### config.mk
export PLATFORM = sky130hd
export DESIGN_NAME = piecewise_linear_interpolator
export DESIGN_NICKNAME = d
export VERILOG_FILES = /design/src/rtl/pwli_pkg.sv /design/src/rtl/pwli_ram.sv /design/src/rtl/pwli_muldiv.sv /design/src/rtl/piecewise_linear_interpolator.sv
export VERILOG_INCLUDE_DIRS = /design/src /design/src/rtl
export SDC_FILE = /design/constraint.sdc
export NUM_CORES = 2
export LEC_CHECK = 0
export BUFFER_PORTS_ARGS = -buffer_cell sky130_fd_sc_hd__buf_2
export CORE_AREA = 2 2 590 533
export CTS_CLUSTER_DIAMETER = 200
export DETAILED_ROUTE_END_ITERATION = 6
export DIE_AREA = 0 0 592 535
export MAX_ROUTING_LAYER = met4
export PLACE_DENSITY = 0.44
export SYNTH_ARGS = -nofsm -noshare
export SYNTH_HDL_FRONTEND = slang
export SYNTH_SLANG_ARGS = --single-unit
### constraint.sdc
create_clock -name clk -period 31.2 [get_ports clk]
set_clock_uncertainty 0.2 [all_clocks]
set_input_delay 6.24 -clock clk [delete_from_list [all_inputs] [get_ports clk]]
set_output_delay 6.24 -clock clk [all_outputs]
set_load 0.01 [all_outputs]
### src/rtl/piecewise_linear_interpolator_macros.svh
// assertion helpers for the rtl
`ifndef PIECEWISE_LINEAR_INTERPOLATOR_MACROS_SVH
`define PIECEWISE_LINEAR_INTERPOLATOR_MACROS_SVH

// same-cycle implication, checked out of reset
`define PWLI_ASSERT_NOW(label, clk, rst_n, ante, cons, msg) \
  label: assert property (@(posedge clk) disable iff (!rst_n) (ante) |-> (cons)) \
    else $error(msg);

// next-cycle implication, checked out of reset
`define PWLI_ASSERT_NEXT(label, clk, rst_n, ante, cons, msg) \
  label: assert property (@(posedge clk) disable iff (!rst_n) (ante) |=> (cons)) \
    else $error(msg);

`endif

### src/rtl/pwli_pkg.sv
`default_nettype none

package pwli_pkg;

  // table depth default
  localparam int DEF_POINTS = 16;
  localparam int MIN_POINTS = 2;

  // port widths
  localparam int IN_DATA_W  = 104;
  localparam int OUT_DATA_W = 32;
  localparam int CFG_DATA_W = 5;
  localparam int COUNT_W    = 5;

  // arithmetic widths
  localparam int VAL_W     = 32;
  localparam int DIV_STEPS = 34;
  localparam int QUO_W     = 35;

  // opcodes
  localparam logic OP_WRITE = 1'b0;
  localparam logic OP_QUERY = 1'b1;

  // configuration register indexes
  localparam logic CFG_POINT_COUNT  = 1'b0;
  localparam logic CFG_ALLOW_EXTRAP = 1'b1;

  // status from the multiply/divide unit
  typedef struct packed {
    logic done;
    logic ovf;
  } md_stat_t;

endpackage

`default_nettype wire

### src/rtl/pwli_ram.sv
`default_nettype none

module pwli_ram #(
  parameter int WIDTH = 32,
  parameter int DEPTH = 16
) (
  input  wire logic                     clk,
  input  wire logic                     we,
  input  wire logic [$clog2(DEPTH)-1:0] waddr,
  input  wire logic [WIDTH-1:0]         wdata,
  input  wire logic [$clog2(DEPTH)-1:0] raddr,
  output      logic [WIDTH-1:0]         rdata
);

  logic [WIDTH-1:0] mem [DEPTH];

  // one write port, registered read port
  always_ff @(posedge clk) begin
    if (we) begin
      mem[waddr] <= wdata;
    end
    rdata <= mem[raddr];
  end

endmodule

`default_nettype wire

### src/rtl/pwli_muldiv.sv
`default_nettype none

module pwli_muldiv (
  input  wire logic                          clk,
  input  wire logic                          rst_n,
  input  wire logic                          start,
  input  wire logic [pwli_pkg::VAL_W-1:0]    a,
  input  wire logic [pwli_pkg::VAL_W-1:0]    b,
  input  wire logic [pwli_pkg::VAL_W-1:0]    d,
  output      logic [pwli_pkg::QUO_W-1:0]    q,
  output      pwli_pkg::md_stat_t            stat
);

  typedef enum logic [2:0] {
    MD_IDLE,
    MD_MUL_HI,
    MD_MUL_LO,
    MD_CHECK,
    MD_DIV,
    MD_RND
  } md_state_t;

  md_state_t   state_r;
  logic [31:0] a_r;
  logic [31:0] b_r;
  logic [31:0] d_r;
  logic [63:0] prod_r;
  logic [31:0] rem_r;
  logic [5:0]  cnt_r;
  logic        ovf_r;

  logic [15:0] mul_sel;
  logic [47:0] mul_p;
  logic [32:0] trial;
  logic        trial_ge;
  logic [32:0] trial_diff;
  logic        round_up;

  // one 32x16 multiplier, used for the upper then the lower half of b
  assign mul_sel = (state_r == MD_MUL_HI) ? b_r[31:16] : b_r[15:0];
  assign mul_p   = a_r * mul_sel;

  // restoring division step: shift in the next dividend bit, try subtract
  assign trial      = {rem_r, prod_r[33]};
  assign trial_ge   = trial >= {1'b0, d_r};
  assign trial_diff = trial - {1'b0, d_r};

  // round half up on the magnitude
  assign round_up = {rem_r, 1'b0} >= {1'b0, d_r};
  assign q        = {1'b0, prod_r[33:0]} + pwli_pkg::QUO_W'(round_up);

  assign stat.done = (state_r == MD_RND);
  assign stat.ovf  = ovf_r;

  // sequencer and datapath registers
  always_ff @(posedge clk) begin
    if (!rst_n) begin
      state_r <= MD_IDLE;
      cnt_r   <= '0;
      ovf_r   <= 1'b0;
    end else begin
      case (state_r)
        MD_IDLE: begin
          if (start) begin
            a_r     <= a;
            b_r     <= b;
            d_r     <= d;
            state_r <= MD_MUL_HI;
          end
        end
        MD_MUL_HI: begin
          prod_r  <= {16'b0, mul_p};
          state_r <= MD_MUL_LO;
        end
        MD_MUL_LO: begin
          prod_r  <= (prod_r << 16) + {16'b0, mul_p};
          state_r <= MD_CHECK;
        end
        MD_CHECK: begin
          // quotient of 2^34 or more saturates any 32-bit result
          if ({2'b0, prod_r[63:34]} >= d_r) begin
            ovf_r   <= 1'b1;
            state_r <= MD_RND;
          end else begin
            ovf_r   <= 1'b0;
            rem_r   <= {2'b0, prod_r[63:34]};
            cnt_r   <= 6'(pwli_pkg::DIV_STEPS - 1);
            state_r <= MD_DIV;
          end
        end
        MD_DIV: begin
          rem_r         <= trial_ge ? trial_diff[31:0] : trial[31:0];
          prod_r[33:0]  <= {prod_r[32:0], trial_ge};
          if (cnt_r == '0) begin
            state_r <= MD_RND;
          end else begin
            cnt_r <= cnt_r - 6'd1;
          end
        end
        MD_RND: begin
          state_r <= MD_IDLE;
        end
        default: begin
          state_r <= MD_IDLE;
        end
      endcase
    end
  end

endmodule

`default_nettype wire

### src/rtl/piecewise_linear_interpolator.sv
// Piecewise linear interpolation over a table of signed Q16.16 breakpoints.
// Input stream: in_tuser is the opcode. A write request stores point_x and
// point_y at point_index (indexes at or past POINTS are dropped) and yields
// no result. A query request gives query_x and yields one result on the
// output stream: interp_y in out_tdata, saturated and zero_width in out_tuser.
// Configuration: cfg_we/cfg_index/cfg_wdata set point_count and
// allow_extrapolation; write them only while the block is idle.
// Operation: a write is stored while the block stays idle, so writes can be
// accepted back to back. A query first tests the last segment, else a linear
// search probes up to point_count-2 breakpoints; each probe costs one table
// read and one compare. Then the multiply/divide unit runs two 32x16 multiply
// passes and a 34-step restoring division. A quotient too large for 34 bits
// skips the division, and a zero-width segment does not use the unit at all.
// in_tready is high only while no query is in progress.
// The output register parts the two sides: a new request can be accepted
// while a result waits; a finished query holds until that register is free.
// Reset (synchronous, rst_n low) clears control state and the registers to
// point_count = 2, extrapolation off; the table contents are undefined until
// written.
`default_nettype none

`include "piecewise_linear_interpolator_macros.svh"

module piecewise_linear_interpolator #(
  parameter int POINTS = pwli_pkg::DEF_POINTS
) (
  input  wire logic                              clk,
  input  wire logic                              rst_n,
  // in_tdata: point_index[3:0], point_x[35:4], point_y[67:36], query_x[99:68]
  input  wire logic [pwli_pkg::IN_DATA_W-1:0]    in_tdata,
  // in_tuser: opcode[0]
  input  wire logic                              in_tuser,
  input  wire logic                              in_tvalid,
  output      logic                              in_tready,
  // out_tdata: interp_y[31:0]
  output      logic [pwli_pkg::OUT_DATA_W-1:0]   out_tdata,
  // out_tuser: saturated[0], zero_width[1]
  output      logic [1:0]                        out_tuser,
  output      logic                              out_tvalid,
  input  wire logic                              out_tready,
  input  wire logic                              cfg_we,
  input  wire logic                              cfg_index,
  input  wire logic [pwli_pkg::CFG_DATA_W-1:0]   cfg_wdata
);

  localparam int AW = $clog2(POINTS);
  localparam int NW = ($clog2(POINTS + 1) > pwli_pkg::COUNT_W) ?
                      $clog2(POINTS + 1) : pwli_pkg::COUNT_W;

  typedef enum logic [3:0] {
    S_IDLE,
    S_RD_LAST,
    S_CMP_LAST,
    S_RD_SCAN,
    S_CMP_SCAN,
    S_RD_L,
    S_RD_R,
    S_LOAD_R,
    S_PREP,
    S_ABS,
    S_WAIT,
    S_OUT
  } state_t;

  // input fields
  logic [3:0]         in_point_index;
  logic signed [31:0] in_point_x;
  logic signed [31:0] in_point_y;
  logic signed [31:0] in_query_x;

  assign in_point_index = in_tdata[3:0];
  assign in_point_x     = in_tdata[35:4];
  assign in_point_y     = in_tdata[67:36];
  assign in_query_x     = in_tdata[99:68];

  // configuration registers
  logic [pwli_pkg::COUNT_W-1:0] cfg_count_r;
  logic                         cfg_extrap_r;

  always_ff @(posedge clk) begin
    if (!rst_n) begin
      cfg_count_r  <= pwli_pkg::COUNT_W'(pwli_pkg::MIN_POINTS);
      cfg_extrap_r <= 1'b0;
    end else if (cfg_we) begin
      case (cfg_index)
        pwli_pkg::CFG_POINT_COUNT:  cfg_count_r  <= cfg_wdata;
        pwli_pkg::CFG_ALLOW_EXTRAP: cfg_extrap_r <= cfg_wdata[0];
        default: begin
        end
      endcase
    end
  end

  state_t             state_r;
  logic signed [31:0] x_r;
  logic [AW-1:0]      seg_last_r;
  logic [AW-1:0]      seg_r;
  logic signed [31:0] xl_r;
  logic signed [31:0] yl_r;
  logic signed [31:0] xr_r;
  logic signed [31:0] yr_r;
  logic signed [32:0] dy_r;
  logic signed [32:0] ex_r;
  logic signed [32:0] den_r;
  logic signed [31:0] ybase_r;
  logic               neg_r;
  logic [31:0]        res_r;
  logic               sat_r;
  logic               zw_r;
  logic               out_tvalid_r;
  logic [31:0]        out_y_r;
  logic [1:0]         out_flags_r;

  logic in_acc;
  logic wr_en;
  logic in_query_acc;
  logic write_quiet;
  assign in_tready    = (state_r == S_IDLE);
  assign in_acc       = in_tvalid && in_tready;
  assign wr_en        = in_acc && (in_tuser == pwli_pkg::OP_WRITE) &&
                        (32'(in_point_index) < POINTS);
  assign in_query_acc = in_acc && (in_tuser == pwli_pkg::OP_QUERY);
  assign write_quiet  = in_acc && (in_tuser == pwli_pkg::OP_WRITE) && !out_tvalid_r;

  // clamp the configured count into the table, index of the last segment
  logic [NW-1:0] cnt_ext;
  logic [NW-1:0] n_c;
  logic [AW-1:0] seg_last_c;
  always_comb begin
    cnt_ext = NW'(cfg_count_r);
    if (cnt_ext < NW'(pwli_pkg::MIN_POINTS)) begin
      n_c = NW'(pwli_pkg::MIN_POINTS);
    end else if (cnt_ext > NW'(POINTS)) begin
      n_c = NW'(POINTS);
    end else begin
      n_c = cnt_ext;
    end
    seg_last_c = AW'(n_c - NW'(pwli_pkg::MIN_POINTS));
  end

  // table read address
  logic [AW-1:0] rd_addr;
  always_comb begin
    case (state_r)
      S_RD_LAST:          rd_addr = seg_last_r;
      S_RD_SCAN, S_RD_R:  rd_addr = seg_r + AW'(1);
      default:            rd_addr = seg_r;
    endcase
  end

  logic [31:0] x_rd;
  logic [31:0] y_rd;

  pwli_ram #(.WIDTH(pwli_pkg::VAL_W), .DEPTH(POINTS)) u_x_ram (
    .clk   (clk),
    .we    (wr_en),
    .waddr (AW'(in_point_index)),
    .wdata (in_point_x),
    .raddr (rd_addr),
    .rdata (x_rd)
  );

  pwli_ram #(.WIDTH(pwli_pkg::VAL_W), .DEPTH(POINTS)) u_y_ram (
    .clk   (clk),
    .we    (wr_en),
    .waddr (AW'(in_point_index)),
    .wdata (in_point_y),
    .raddr (rd_addr),
    .rdata (y_rd)
  );

  // clamp the segment end values when extrapolation is off
  logic signed [31:0] yr_c;
  logic signed [31:0] yl_c;
  always_comb begin
    yr_c = (!cfg_extrap_r && (x_r < xl_r)) ? yl_r : yr_r;
    yl_c = (!cfg_extrap_r && (x_r > xr_r)) ? yr_c : yl_r;
  end

  // magnitudes for the multiply/divide unit
  logic [32:0] dy_abs;
  logic [32:0] ex_abs;
  logic [32:0] den_abs;
  assign dy_abs  = dy_r[32]  ? -dy_r  : dy_r;
  assign ex_abs  = ex_r[32]  ? -ex_r  : ex_r;
  assign den_abs = den_r[32] ? -den_r : den_r;

  logic                       md_start;
  logic [pwli_pkg::QUO_W-1:0] md_q;
  pwli_pkg::md_stat_t         md_stat;

  assign md_start = (state_r == S_ABS) && (den_r != '0);

  pwli_muldiv u_muldiv (
    .clk   (clk),
    .rst_n (rst_n),
    .start (md_start),
    .a     (dy_abs[31:0]),
    .b     (ex_abs[31:0]),
    .d     (den_abs[31:0]),
    .q     (md_q),
    .stat  (md_stat)
  );

  // add the signed quotient to the base y and saturate
  logic [36:0]        q_ext;
  logic signed [36:0] sum;
  logic               sum_ovf;
  always_comb begin
    q_ext   = {2'b00, md_q};
    sum     = 37'(signed'(ybase_r)) + (neg_r ? -signed'(q_ext) : signed'(q_ext));
    sum_ovf = (sum[36:31] != {6{sum[36]}});
  end

  // sequencer
  always_ff @(posedge clk) begin
    if (!rst_n) begin
      state_r      <= S_IDLE;
      out_tvalid_r <= 1'b0;
    end else begin
      // output handshake outside S_OUT, which handles its own
      if (out_tvalid_r && out_tready && (state_r != S_OUT)) begin
        out_tvalid_r <= 1'b0;
      end
      case (state_r)
        S_IDLE: begin
          if (in_acc && (in_tuser == pwli_pkg::OP_QUERY)) begin
            x_r        <= in_query_x;
            seg_last_r <= seg_last_c;
            state_r    <= S_RD_LAST;
          end
        end
        S_RD_LAST: begin
          state_r <= S_CMP_LAST;
        end
        S_CMP_LAST: begin
          // x at or past the last segment's left end, or a single segment, needs no search
          if ((x_r >= signed'(x_rd)) || (seg_last_r == '0)) begin
            seg_r   <= seg_last_r;
            state_r <= S_RD_L;
          end else begin
            seg_r   <= '0;
            state_r <= S_RD_SCAN;
          end
        end
        S_RD_SCAN: begin
          state_r <= S_CMP_SCAN;
        end
        S_CMP_SCAN: begin
          // stop at the first right end at or above x
          if ((x_r <= signed'(x_rd)) || (seg_r + AW'(1) == seg_last_r)) begin
            state_r <= S_RD_L;
          end else begin
            seg_r   <= seg_r + AW'(1);
            state_r <= S_RD_SCAN;
          end
        end
        S_RD_L: begin
          state_r <= S_RD_R;
        end
        S_RD_R: begin
          xl_r    <= x_rd;
          yl_r    <= y_rd;
          state_r <= S_LOAD_R;
        end
        S_LOAD_R: begin
          xr_r    <= x_rd;
          yr_r    <= y_rd;
          state_r <= S_PREP;
        end
        S_PREP: begin
          dy_r    <= 33'(yr_c) - 33'(yl_c);
          ex_r    <= 33'(x_r) - 33'(xl_r);
          den_r   <= 33'(xr_r) - 33'(xl_r);
          ybase_r <= yl_c;
          state_r <= S_ABS;
        end
        S_ABS: begin
          if (den_r == '0) begin
            // zero-width segment returns the stored left y
            res_r   <= yl_r;
            sat_r   <= 1'b0;
            zw_r    <= 1'b1;
            state_r <= S_OUT;
          end else begin
            neg_r   <= dy_r[32] ^ ex_r[32] ^ den_r[32];
            state_r <= S_WAIT;
          end
        end
        S_WAIT: begin
          if (md_stat.done) begin
            zw_r <= 1'b0;
            if (md_stat.ovf || sum_ovf) begin
              sat_r <= 1'b1;
              if (md_stat.ovf ? neg_r : sum[36]) begin
                res_r <= 32'h8000_0000;
              end else begin
                res_r <= 32'h7fff_ffff;
              end
            end else begin
              sat_r <= 1'b0;
              res_r <= sum[31:0];
            end
            state_r <= S_OUT;
          end
        end
        S_OUT: begin
          if (!out_tvalid_r || out_tready) begin
            out_tvalid_r <= 1'b1;
            out_y_r      <= res_r;
            out_flags_r  <= {zw_r, sat_r};
            state_r      <= S_IDLE;
          end
        end
        default: begin
          state_r <= S_IDLE;
        end
      endcase
    end
  end

  assign out_tvalid = out_tvalid_r;
  assign out_tdata  = out_y_r;
  assign out_tuser  = out_flags_r;

  // checks
  logic out_sat;
  logic out_at_limit;
  assign out_sat      = out_tvalid_r && out_flags_r[0];
  assign out_at_limit = (out_y_r == 32'h7fff_ffff) || (out_y_r == 32'h8000_0000);

  `PWLI_ASSERT_NEXT(a_query_busy, clk, rst_n, in_query_acc, !in_tready, "query left block ready")
  `PWLI_ASSERT_NEXT(a_write_no_result, clk, rst_n, write_quiet, !out_tvalid_r, "write gave result")
  `PWLI_ASSERT_NOW(a_zw_not_sat, clk, rst_n, out_tvalid_r, !(&out_flags_r), "zero-width and saturated")
  `PWLI_ASSERT_NOW(a_sat_value, clk, rst_n, out_sat, out_at_limit, "saturated result not at a limit")

endmodule

`default_nettype wire
==> impl_metrics.tcl <==
set metrics [dict create \
    rsz0062_at_grt "no" \
    synth_cell_types 81 \
    switching_share_pct 24.55 \
    clockPowerShare_pct 40.4 \
    ff_latch_area_mm2 0.04927 \
    synthMuxAreaShare_pct 7.797 \
    worstMarginPinSlew_ns 1.149 \
    internal-power_mw 3.939 \
    relSlewSlack_pct 23.37 \
    synth-compound-area-share_pct 7.822 \
    io_buffers 147 \
    crit_family "compound AO/OA/AOI/OAI gates" \
    clock.fmax_mhz 86.21 \
    setup_viol 0 \
    synth_fp_nets 8088 \
    power_density_mw_per_mm2 49.90 \
    synth_top_family_by_area "adder cells" \
    cpMostUsedCell "fa_1" \
    grt_max_degree 104 \
    r2r_cells 36 \
    synth_xor_area_share_pct 3.652 \
    holdPathStages 0 \
    drt-initial-drc-count 3444 \
    dpl_worst_slack_ns 19.52 \
    die_h_um 535 \
    clock_latency_ns 0.84 \
    hold_buffers 0 \
    grt_usage_pct 16.68 \
    drcViolationCount 0 \
    firstDrtPassIters 6 \
    wirelength_mm 255.4 \
    worst-path-buf-inv 6 \
    power.net_switching_mw 1.282 \
    design.core.area_mm2 0.3100 \
    synth_fa_ha_area_share_pct 14.85 \
    nFillCells 30310 \
    rows 194 \
    ys_warn_count 0 \
    status "complete, no violations" \
    initial_core_util_pct 29.94 \
    ioPinCount 152 \
    path_clk_slew_ns 0.06 \
    seqPwrFrac_pct 49.0 \
    wire_per_inst_um 22.07 \
    antenna_left 0 \
    vias 56070 \
    grt_pass1_wl_mm 385.6 \
    fin_crit_ns 11.60 \
    vias_per_cell 4.846 \
    grt_antenna_before_repair 39 \
    critical_path_class "reg -> reg" \
    multi_input_area_mm2 0.04013 \
    cp_max_fo 30 \
    postCtsSetupBuffers 0 \
    area_growth_pct 12.72 \
    synthCells 7125 \
    cts_resized 0 \
    cts_max_path_buffers 3 \
    min_path_type "reg -> reg" \
    cts_tree "yes" \
    setup_slack_ns 19.60 \
    nNetsFinal 8235 \
    maxCapViolCount 0 \
    die_w_um 592 \
    setup.worst_path.end_class "flip-flop" \
    syn_area_mm2 0.09281 \
    hpwl_mm 174.0 \
    fp.dieArea_mm2 0.3167 \
    ir_worst_vdd_uv 45.57 \
    cp.depth 36 \
    cts_root_buf "clkbuf_16" \
    htreeDepth 4 \
    setup_tns_ns 0 \
    seq_area_frac_synth_pct 53.09 \
    cp.arrival_ns 12.05 \
    synth_edf_count 1584 \
    pwr-share-comb_pct 10.6 \
    drive_gt1_share_pct 12.39 \
    final-max-slew-violation-count 0 \
    fin_crit_sh_pct 37.18 \
    avgSynthCellArea_um2 13.03 \
    grt_pass1_vias 59060 \
    synthArstFlopShare_pct 0 \
    synthSimpleGateAreaFrac_pct 8.836 \
    required_ns 31.65 \
    ys.flop_type "edfxtp_1" \
    gp_congestion 0.8756 \
    clkSinkCount 1669 \
    overflow 0 \
    crit_slowest_cell "o211ai_1" \
    cts-buffers-inserted 179 \
    leakage_nw 38.59 \
    ys_ff_latch 1669 \
    cpPeakStageDelay_ns 0.63 \
    finalHoldViolations 0 \
    critPathLaunchType "flip-flop" \
]
## through the flow
stage / hold slack [ns] / instances / util, % / instance area (µm²) / power [mW]
after global placement: 0.2061 / 11210 / 31.83 / 98680 / 3.166
after global routing: 0.2263 / 11560 / 33.74 / 104600 / 5.431
after detailed placement: 0.2061 / 11210 / 31.83 / 98680 / 3.171
after floorplan: 0.2003 / 7125 / - / 92810 / 2.957
after CTS: 0.1996 / 11540 / 33.73 / 104500 / 5.301
final: 0.1980 / 11570 / 33.75 / 104600 / 5.221
## cells in the final DEF, fill, tap and decap left out, types with 37 or more instances in the layout
master | Yosys | final
nand3_1 | 64 | 64
ha_1 | 423 | 423
nand2b_1 | 49 | 48
clkbuf_16 | 0 | 180
nor3_1 | 48 | 43
nand2_1 | 759 | 759
o31ai_1 | 43 | 43
nand4_1 | 61 | 61
buf_4 | 0 | 92
mux2_2 | 87 | 87
a211oi_1 | 91 | 91
clkinv_1 | 0 | 38
edfxtp_1 | 1584 | 1584
a21o_1 | 159 | 159
buf_2 | 8 | 147
mux4_2 | 256 | 256
mux2i_1 | 49 | 48
inv_1 | 699 | 699
xor2_1 | 101 | 101
fa_1 | 424 | 424
dfxtp_1 | 85 | 85
xnor2_1 | 286 | 286
o21ai_0 | 219 | 218
nor2_1 | 269 | 254
nor2b_1 | 60 | 59
o21a_1 | 39 | 37
a31oi_1 | 93 | 93
a21oi_1 | 300 | 300
and2_1 | 254 | 254
## cell type report
type,count,share of cell area [%]
flip-flops and latches,1669,47.09
multi-input cells,4480,38.36
well taps,4116,4.923
clock buffers,221,4.510
inverters,699,2.508
repair buffers,243,1.440
clock inverters,111,1.092
diodes,31,0.07415
## state kept, by name, summed over array words and instances, names as in the netlist, 5 cells and up
signal,cells
ybase_r,32
dy_r,33
u_muldiv.prod_r,64
den_r,33
cfg_count_r,5
xl_r,32
xr_r,32
u_y_ram.rdata,32
out_tdata,32
u_muldiv.cnt_r,6
u_y_ram.mem,512
u_x_ram.mem,512
u_muldiv.b_r,32
u_muldiv.d_r,32
yl_r,32
u_muldiv.rem_r,32
yr_r,32
u_x_ram.rdata,32
u_muldiv.a_r,32
res_r,32
x_r,32
ex_r,33
## power groups by stage
stage	Combinational, mW	Clock (mW)	Sequential [mW]
floorplan	0.375	0	2.58
global placement	0.563	0	2.60
detailed placement	0.566	0	2.61
CTS	0.568	2.18	2.56
global route	0.609	2.26	2.56
finish	0.552	2.11	2.56
## worst paths after layout
| kind | from | end | slack, ns |
|---|---|---|---|
| max | u_muldiv.state_r[1]$_SDFFE_PN0P_ | u_muldiv.prod_r[56]$_SDFFCE_PN0P_ | 19.60 |
| min | res_r[18]$_DFFE_PP_ | out_tdata[18]$_DFFE_PP_ | 0.20 |
| max reg2reg | u_muldiv.state_r[1]$_SDFFE_PN0P_ | u_muldiv.prod_r[56]$_SDFFCE_PN0P_ | 19.60 |
| min reg2reg | res_r[18]$_DFFE_PP_ | out_tdata[18]$_DFFE_PP_ | 0.20 |
## cell usage after synthesis, drive strengths merged (11+ instances only)
cell type / n / share of area [%]
a211oi: 91 / 0.74
a21boi: 12 / 0.097
a21o: 159 / 1.3
a21oi: 300 / 1.6
a22oi: 17 / 0.14
a31o: 12 / 0.11
a31oi: 93 / 0.63
a41oi: 11 / 0.10
and2: 254 / 1.7
and3: 31 / 0.21
buf: 47 / 0.20
clkbuf: 230 / 0.93
dfxtp: 85 / 1.8
edfxtp: 1584 / 51
fa: 424 / 9.1
ha: 423 / 5.7
inv: 699 / 2.8
mux2: 87 / 1.1
mux2i: 49 / 0.53
mux4: 256 / 6.2
nand2: 759 / 3.1
nand2b: 49 / 0.33
nand3: 64 / 0.35
nand4: 61 / 0.41
nor2: 269 / 1.1
nor2b: 60 / 0.40
nor3: 48 / 0.26
nor4: 16 / 0.11
o211ai: 14 / 0.11
o21a: 39 / 0.32
o21ai: 219 / 1.2
o21bai: 30 / 0.24
o31ai: 44 / 0.36
or2: 13 / 0.088
or3: 33 / 0.22
or4: 27 / 0.23
xnor2: 286 / 2.7
xor2: 101 / 0.95
## routing by layer
layer | global-route usage [%] | up-vias | wire length [µm]
met5 | - | - | 0
met4 | 3.634 | 0 | 5165
met3 | 2.395 | 267 | 10610
met2 | 27.36 | 1020 | 123100
met1 | 21.90 | 28770 | 116500
li1 | - | 26010 | -
## cells by family (layout without fill, tap and decap cells)
kind of cell    count (synthesis)  in the layout
other cells                     0             31
buf+inv                       976           1274
compound gates               1132           1132
simple gates                 1722           1722
fa+ha+maj                     847            847
mux                           392            392
xor+xnor                      387            387
flops                        1669           1669
(Power assumes the default switching activity.)
